===== src/rtl/core/iaub_pkg.sv =====
package iaub_pkg;

  localparam int COORD_W = 16;
  localparam int CHAN_W = 8;
  localparam int ALPHA_W = 9;
  localparam int NCHAN = 3;

  localparam int NUM_W = 16;
  localparam int DEN_W = 9;
  localparam int QUOT_W = 8;
  localparam int DIV_STAGES = 4;
  localparam int DIV_STEPS = QUOT_W / DIV_STAGES;

  localparam int LATENCY = DIV_STAGES + 3;

  typedef struct packed {
    logic [COORD_W-1:0] x;
    logic [COORD_W-1:0] y;
    logic               uns;
    logic [NCHAN-1:0]   sat_hi;
    logic [NCHAN-1:0]   sat_lo;
  } side_t;

endpackage


===== src/rtl/core/inverse_alpha_unblend_unit.sv =====
// Inverse "over" compositing: recovers the original RGBA pixel from a
// blended pixel and the known overlay pixel at the same coordinates.
//
// Request channel: drive the pixel fields and raise start for one cycle
// per request; a request is taken at a rising edge with start high and
// busy low. Result channel: done is high for exactly one cycle with all
// result fields valid in that cycle; the receiver cannot stall it.
//
// Two arithmetic stages (products, then signed difference with
// saturation checks) feed four pipelined restoring dividers, two
// quotient bits per stage, then an output register. One pixel per
// cycle is taken while busy is low.
//
// Reset (rst, synchronous) drops every request in flight; busy is rst
// registered: high in the cycle after rst is high, and low otherwise.
// unsolvable marks blend_alpha <= mark_alpha and forces zero colours and
// alpha; clamped marks a colour quotient saturated to 0 or 255.
module inverse_alpha_unblend_unit (
  input  logic                            clk,
  input  logic                            rst,
  input  logic                            start,
  output logic                            busy,
  input  logic [iaub_pkg::COORD_W-1:0]    pixel_x,
  input  logic [iaub_pkg::COORD_W-1:0]    pixel_y,
  input  logic [iaub_pkg::CHAN_W-1:0]     blend_red,
  input  logic [iaub_pkg::CHAN_W-1:0]     blend_green,
  input  logic [iaub_pkg::CHAN_W-1:0]     blend_blue,
  input  logic [iaub_pkg::CHAN_W-1:0]     blend_alpha,
  input  logic [iaub_pkg::CHAN_W-1:0]     mark_red,
  input  logic [iaub_pkg::CHAN_W-1:0]     mark_green,
  input  logic [iaub_pkg::CHAN_W-1:0]     mark_blue,
  input  logic [iaub_pkg::CHAN_W-1:0]     mark_alpha,
  output logic                            done,
  output logic [iaub_pkg::COORD_W-1:0]    out_x,
  output logic [iaub_pkg::COORD_W-1:0]    out_y,
  output logic [iaub_pkg::CHAN_W-1:0]     clean_red,
  output logic [iaub_pkg::CHAN_W-1:0]     clean_green,
  output logic [iaub_pkg::CHAN_W-1:0]     clean_blue,
  output logic [iaub_pkg::ALPHA_W-1:0]    clean_alpha,
  output logic                            unsolvable,
  output logic                            clamped
);
  import iaub_pkg::*;

  logic accept;
  logic [CHAN_W-1:0] blend_c [NCHAN];
  logic [CHAN_W-1:0] mark_c  [NCHAN];

  logic                 s1_vld;
  logic [COORD_W-1:0]   s1_x;
  logic [COORD_W-1:0]   s1_y;
  logic                 s1_uns;
  logic [CHAN_W-1:0]    s1_den;
  logic [DEN_W-1:0]     s1_aden;
  logic [2*CHAN_W-1:0]  s1_pb [NCHAN];
  logic [2*CHAN_W-1:0]  s1_pm [NCHAN];

  logic                 s2_vld;
  side_t                s2_side;
  side_t                s2_side_next;
  logic [NUM_W-1:0]     s2_num [NCHAN];
  logic [NUM_W-1:0]     s2_num_next [NCHAN];
  logic [DEN_W-1:0]     s2_den;
  logic [NUM_W-1:0]     s2_anum;
  logic [DEN_W-1:0]     s2_aden;

  logic                 vld_q  [DIV_STAGES];
  side_t                side_q [DIV_STAGES];

  logic [QUOT_W-1:0]    quot_c [NCHAN];
  logic [QUOT_W-1:0]    quot_a;
  logic [CHAN_W-1:0]    color_next [NCHAN];
  side_t                fin;

  assign accept = start && !busy;

  assign blend_c[0] = blend_red;
  assign blend_c[1] = blend_green;
  assign blend_c[2] = blend_blue;
  assign mark_c[0]  = mark_red;
  assign mark_c[1]  = mark_green;
  assign mark_c[2]  = mark_blue;

  always_ff @(posedge clk) begin
    busy <= rst;
  end

  always_ff @(posedge clk) begin
    if (rst) begin
      s1_vld <= 1'b0;
      s2_vld <= 1'b0;
      for (int s = 0; s < DIV_STAGES; s++) begin
        vld_q[s] <= 1'b0;
      end
      done <= 1'b0;
    end else begin
      s1_vld <= accept;
      s2_vld <= s1_vld;
      vld_q[0] <= s2_vld;
      for (int s = 1; s < DIV_STAGES; s++) begin
        vld_q[s] <= vld_q[s-1];
      end
      done <= vld_q[DIV_STAGES-1];
    end
  end

  always_ff @(posedge clk) begin
    s1_x    <= pixel_x;
    s1_y    <= pixel_y;
    s1_uns  <= (blend_alpha <= mark_alpha);
    s1_den  <= blend_alpha - mark_alpha;
    s1_aden <= DEN_W'(9'd256 - {1'b0, mark_alpha});
    for (int c = 0; c < NCHAN; c++) begin
      s1_pb[c] <= (2*CHAN_W)'(blend_alpha) * (2*CHAN_W)'(blend_c[c]);
      s1_pm[c] <= (2*CHAN_W)'(mark_alpha) * (2*CHAN_W)'(mark_c[c]);
    end
  end

  always_comb begin
    logic [2*CHAN_W:0] diff;
    logic [NUM_W-1:0]  mag;
    logic              neg;
    logic              hi;
    logic              lo;
    s2_side_next.x   = s1_x;
    s2_side_next.y   = s1_y;
    s2_side_next.uns = s1_uns;
    s2_side_next.sat_hi = '0;
    s2_side_next.sat_lo = '0;
    for (int c = 0; c < NCHAN; c++) begin
      diff = {1'b0, s1_pb[c]} - {1'b0, s1_pm[c]};
      neg  = diff[2*CHAN_W];
      mag  = neg ? NUM_W'(-diff) : diff[NUM_W-1:0];
      lo   = neg && (mag >= NUM_W'(s1_den));
      hi   = !neg && (mag >= {s1_den, 8'h00});
      s2_side_next.sat_hi[c] = hi;
      s2_side_next.sat_lo[c] = lo;
      s2_num_next[c] = (neg || hi) ? '0 : mag;
    end
  end

  always_ff @(posedge clk) begin
    s2_side <= s2_side_next;
    s2_den  <= DEN_W'(s1_den);
    s2_anum <= {s1_den, 8'h00};
    s2_aden <= s1_aden;
    for (int c = 0; c < NCHAN; c++) begin
      s2_num[c] <= s2_num_next[c];
    end
  end

  for (genvar c = 0; c < NCHAN; c++) begin : g_chan
    iaub_divider u_div (
      .clk  (clk),
      .num  (s2_num[c]),
      .den  (s2_den),
      .quot (quot_c[c])
    );
  end

  iaub_divider u_div_alpha (
    .clk  (clk),
    .num  (s2_anum),
    .den  (s2_aden),
    .quot (quot_a)
  );

  always_ff @(posedge clk) begin
    side_q[0] <= s2_side;
    for (int s = 1; s < DIV_STAGES; s++) begin
      side_q[s] <= side_q[s-1];
    end
  end

  assign fin = side_q[DIV_STAGES-1];

  always_comb begin
    for (int c = 0; c < NCHAN; c++) begin
      if (fin.uns || fin.sat_lo[c]) begin
        color_next[c] = '0;
      end else if (fin.sat_hi[c]) begin
        color_next[c] = '1;
      end else begin
        color_next[c] = quot_c[c];
      end
    end
  end

  always_ff @(posedge clk) begin
    out_x       <= fin.x;
    out_y       <= fin.y;
    clean_red   <= color_next[0];
    clean_green <= color_next[1];
    clean_blue  <= color_next[2];
    clean_alpha <= fin.uns ? '0 : ALPHA_W'(quot_a);
    unsolvable  <= fin.uns;
    clamped     <= !fin.uns && ((fin.sat_hi | fin.sat_lo) != '0);
  end

endmodule


===== src/rtl/core/iaub_divider.sv =====
module iaub_divider (
  input  logic                          clk,
  input  logic [iaub_pkg::NUM_W-1:0]    num,
  input  logic [iaub_pkg::DEN_W-1:0]    den,
  output logic [iaub_pkg::QUOT_W-1:0]   quot
);
  import iaub_pkg::*;

  logic [NUM_W-1:0]  rem_q  [DIV_STAGES];
  logic [DEN_W-1:0]  den_q  [DIV_STAGES];
  logic [QUOT_W-1:0] quo_q  [DIV_STAGES];
  logic [NUM_W-1:0]  rem_next [DIV_STAGES];
  logic [DEN_W-1:0]  den_next [DIV_STAGES];
  logic [QUOT_W-1:0] quo_next [DIV_STAGES];

  always_comb begin
    logic [NUM_W-1:0]  r;
    logic [NUM_W-1:0]  sh;
    logic [DEN_W-1:0]  d;
    logic [QUOT_W-1:0] q;
    int idx;
    for (int s = 0; s < DIV_STAGES; s++) begin
      r = num;
      d = den;
      q = '0;
      if (s > 0) begin
        r = rem_q[s-1];
        d = den_q[s-1];
        q = quo_q[s-1];
      end
      for (int k = 0; k < DIV_STEPS; k++) begin
        idx = QUOT_W - 1 - s * DIV_STEPS - k;
        sh = NUM_W'(d) << idx;
        if (r >= sh) begin
          r = r - sh;
          q[idx] = 1'b1;
        end
      end
      rem_next[s] = r;
      den_next[s] = d;
      quo_next[s] = q;
    end
  end

  always_ff @(posedge clk) begin
    for (int s = 0; s < DIV_STAGES; s++) begin
      rem_q[s] <= rem_next[s];
      den_q[s] <= den_next[s];
      quo_q[s] <= quo_next[s];
    end
  end

  assign quot = quo_q[DIV_STAGES-1];

endmodule


===== config.mk =====
export PLATFORM = sky130hd
export DESIGN_NAME = inverse_alpha_unblend_unit
export DESIGN_NICKNAME = d
export VERILOG_FILES = /design/src/rtl/core/iaub_pkg.sv /design/src/rtl/core/inverse_alpha_unblend_unit.sv /design/src/rtl/core/iaub_divider.sv
export SDC_FILE = /design/constraint.sdc
export NUM_CORES = 2
export LEC_CHECK = 0
export BUFFER_PORTS_ARGS = -buffer_cell sky130_fd_sc_hd__buf_2
export CORE_MARGIN = 2
export CORE_UTILIZATION = 63
export DETAILED_ROUTE_END_ITERATION = 8
export PLACE_DENSITY = 0.78
export REMOVE_ABC_BUFFERS = 1
export SKIP_LAST_GASP = 1
export SYNTH_ARGS = -nofsm -noshare
export SYNTH_HDL_FRONTEND = slang
export SYNTH_SLANG_ARGS = --single-unit
export TNS_END_PERCENT = 10

===== constraint.sdc =====
create_clock -name clk -period 6.2 [get_ports clk]
set_input_delay 1.24 -clock clk [delete_from_list [all_inputs] [get_ports clk]]
set_output_delay 1.24 -clock clk [all_outputs]
set_load 0.03 [all_outputs]

==> results.md <==
* Top Ports at around 170
* HPWL Detailed at between 80,000 and 90,000 um
* Syn. warnings at 0
* Final Hold Fails at 0
* Final setup fails at 0
* Max H-tree Level at 3
* First-pass GRT wire length at roughly 170,000 um
* Dominant synthesized flop cell: dfxtp_1
* First-pass detailed-route iteration total at 5
* Vias in the first global route at approximately 36,000
* GR Util met3 at 0.0357
* CTS Buf Count at 80
* Max Cap Viol at 0
* Via count at roughly 36,000
* Post-synth top area share at 0.326
* Synthesized area per cell at around 9.2 um2
* Pins Over Slew Limit at 0
* Critical Path Most Common Cell: o21ai_0
* Crit path kind: reg2reg
* Slowest stage delay, CP at approximately 0.53 ns
* CP arrival at roughly 6.2 ns
* Area leader, netlist: dfxtp_1
* Die width at about 280 um
* Rel. slew slack at 0.267
* FMAX at approximately 0.18 GHz
* Post-DRT Antenna Nets at 0
* CTS Buffer Depth at 3
* DRC viols at 0
* Area grow syn2layout at 10.1%
* Starting DRC count in detailed routing at 2,326
* Largest net degree at the start of global routing at 27
* I/O Buffers at approximately 170
* Antenna violations before repair at 9
* Flops & latches, synth at roughly 790
* Synthesized area at 48,600 um2
* Share of the yosys chip area belonging to registers at 0.326
* Synth cell count leaders: dfxtp_1, inv_1, ha_1
* Worst Max-Slew Pin Slew at 1.09 ns
* Hold wc startpoint: g_chan[1].u_div.quo_q[2][7]
* Final worst setup slack at 0.623 ns
* Clock Sinks at about 790
* Total global routing track utilization at 0.265
* Slowest CP cell: o21ai_0
* Grt met1 use at 0.337
* Crit path launch: g_chan[1].u_div.den_q[0][1]
* Vias per cell at approximately 5.5
* Core box area at ~76,000 um2
* Total Wirelength at between 100,000 and 150,000 um
* Die area at slightly below 80,000 um2
* GR Util met2 at 0.458
* Crit path cell chain: inv_1, ha_1, nor2b_1, o21ai_0, a21boi_0, o21ai_0, a21oi_1, nor2_1, o21ai_0, mux2_2, ha_1, a21o_1, a21oi_1, o21ai_0, a21oi_1, o21bai_1, a21o_1, a31oi_1, o211ai_1, buf_4, a211oi_1, a31o_2
* CTS Hold Bufs at 0
* Post-route setup TNS at 0 ns
* Layout cell share with drive strength beyond 1 at 0.0873
* Crit path capture type: flip-flop
* Root Buffer: clkbuf_16
* Max FO, Critical Path at 18
* Hold/Removal Path Class: reg2reg
* RSZ-0062 raised after global routing: no
* R2R Path Start: g_chan[1].u_div.den_q[0][1]
* Final Cycle Share at 0.900
* Reg clk slew, reported paths at around 0.07 ns
* Die Ht at ~280 um
* Required @ worst endpoint at 6.78 ns
* Top-count cell post-synth: dfxtp_1
* Postcts setup bufs at 0
* Resize count post-CTS at 0
* EDFF count, synth at 0
* GPL Wtd Cong at around 0.91
* GR Overflow Total at 0
* Initial core utilization at 0.638
* Outcome: completed
* Ranking of synthesized cells by area: dfxtp_1, ha_1, fa_1
* Pre-CTS setup slack at around 0.33 ns
* Nets at around 6,400
* Routed len/inst at ~16 um
* Core Rows at 101
* Type of origin of the critical path: flip-flop
* Min Tclk post-route at around 5.6 ns
* Busiest grt layer: met2
* CTS tree: yes
* Clk_skew at ~0.016 ns
* Fraction of registers with async set/reset at 0
* Clk Latency, worst-skew pair at 0.63 ns
* Gate count after technology mapping at about 5,300
* Number of distinct library cells after synthesis at 98
registers in the layout (all words and copies together), names as in the netlist, 9 cells and up:
name / flops
out_x: 16
s2_num: 48
s1_pm: 48
out_y: 16
s2_side: 39
s1_y: 16
g_chan.u_div.den_q: 24
u_div_alpha.quo_q: 20
side_q: 156
u_div_alpha.den_q: 27
s1_x: 16
g_chan.u_div.rem_q: 144
s1_pb: 48
u_div_alpha.rem_q: 36
s2_aden: 9
g_chan.u_div.quo_q: 60
s1_aden: 9
per-layer routing:
metal	routed length, um	up-vias
met5	28	-
met4	3600	6
met3	5240	220
met2	50000	938
met1	45800	17000
li1	-	18200
path summary, 6_finish.rpt:
path | cells after the start | to | slack (ns)
worst min register to register | 0 | g_chan[1].u_div.quo_q[3][7] | 0.32
worst min-delay path | 0 | g_chan[1].u_div.quo_q[3][7] | 0.32
worst max register to register | 22 | g_chan[2].u_div.rem_q[1][11] | 0.62
worst max-delay path | 22 | g_chan[2].u_div.rem_q[1][11] | 0.62
worst max-delay path: cells and delay by family (launching register included):
kind	cells	cell delay, ns
muxes	1	0.43
adders and majority gates	2	0.70
and+or+nand+nor	2	0.23
AOI/OAI and AO/OA	15	3.37
DFF	1	0.37
buffers and inverters	2	0.42
layout by cell type (no fill, tap or decap), drive strengths merged, types with 19 or more instances in the layout:
cell type and count:
nor2 353, clkinv 19, clkbuf 105, nand4 49
nand3 68, ha 586, nor3 96, and2 207
or3 26, o21bai 30, a211oi 27, xor2 80
a21o 80, xnor2 225, fa 245, a21oi 250
nand2 442, nor4 20, inv 631, mux2i 36
o31ai 32, nor2b 99, dfxtp 791, mux2 91
a21boi 45, buf 206, nand2b 63, o21a 69
o21ai 280, and3 25
per-stage QoR:
step	utilization	hold WS [ns]	cell area [um2]	instances
6_report	0.702	0.322	53500	6570
5_1_grt	0.702	0.316	53500	6570
3_3_place_gp	0.665	0.309	50700	6419
4_1_cts	0.702	0.320	53500	6565
3_5_place_dp	0.665	0.312	50700	6419
2_1_floorplan	-	0.310	48300	5183
logic make-up after synthesis:
kind of cell / after synthesis / synth area share
mux: 127 / 0.0285
simple gates: 1541 / 0.157
fa+ha+maj: 831 / 0.252
other cells: 1 / 0.0000772
flops: 791 / 0.326
compound gates: 964 / 0.126
xor+xnor: 305 / 0.0553
buf+inv: 709 / 0.0551
layout make-up:
type | instances | area (um2)
multi-input combinational | 3769 | 30100
fill | 5880 | 22700
sequential | 791 | 15800
inverter | 623 | 2340
clock buffer | 105 | 2290
tap | 1030 | 1290
timing repair buffer | 206 | 1130
clock inverter | 41 | 533
antenna | 5 | 12.5
Power is left out: the tool's default activity adds up to more than one toggle a clock period on the data nets, which glitch-free logic cannot reach.
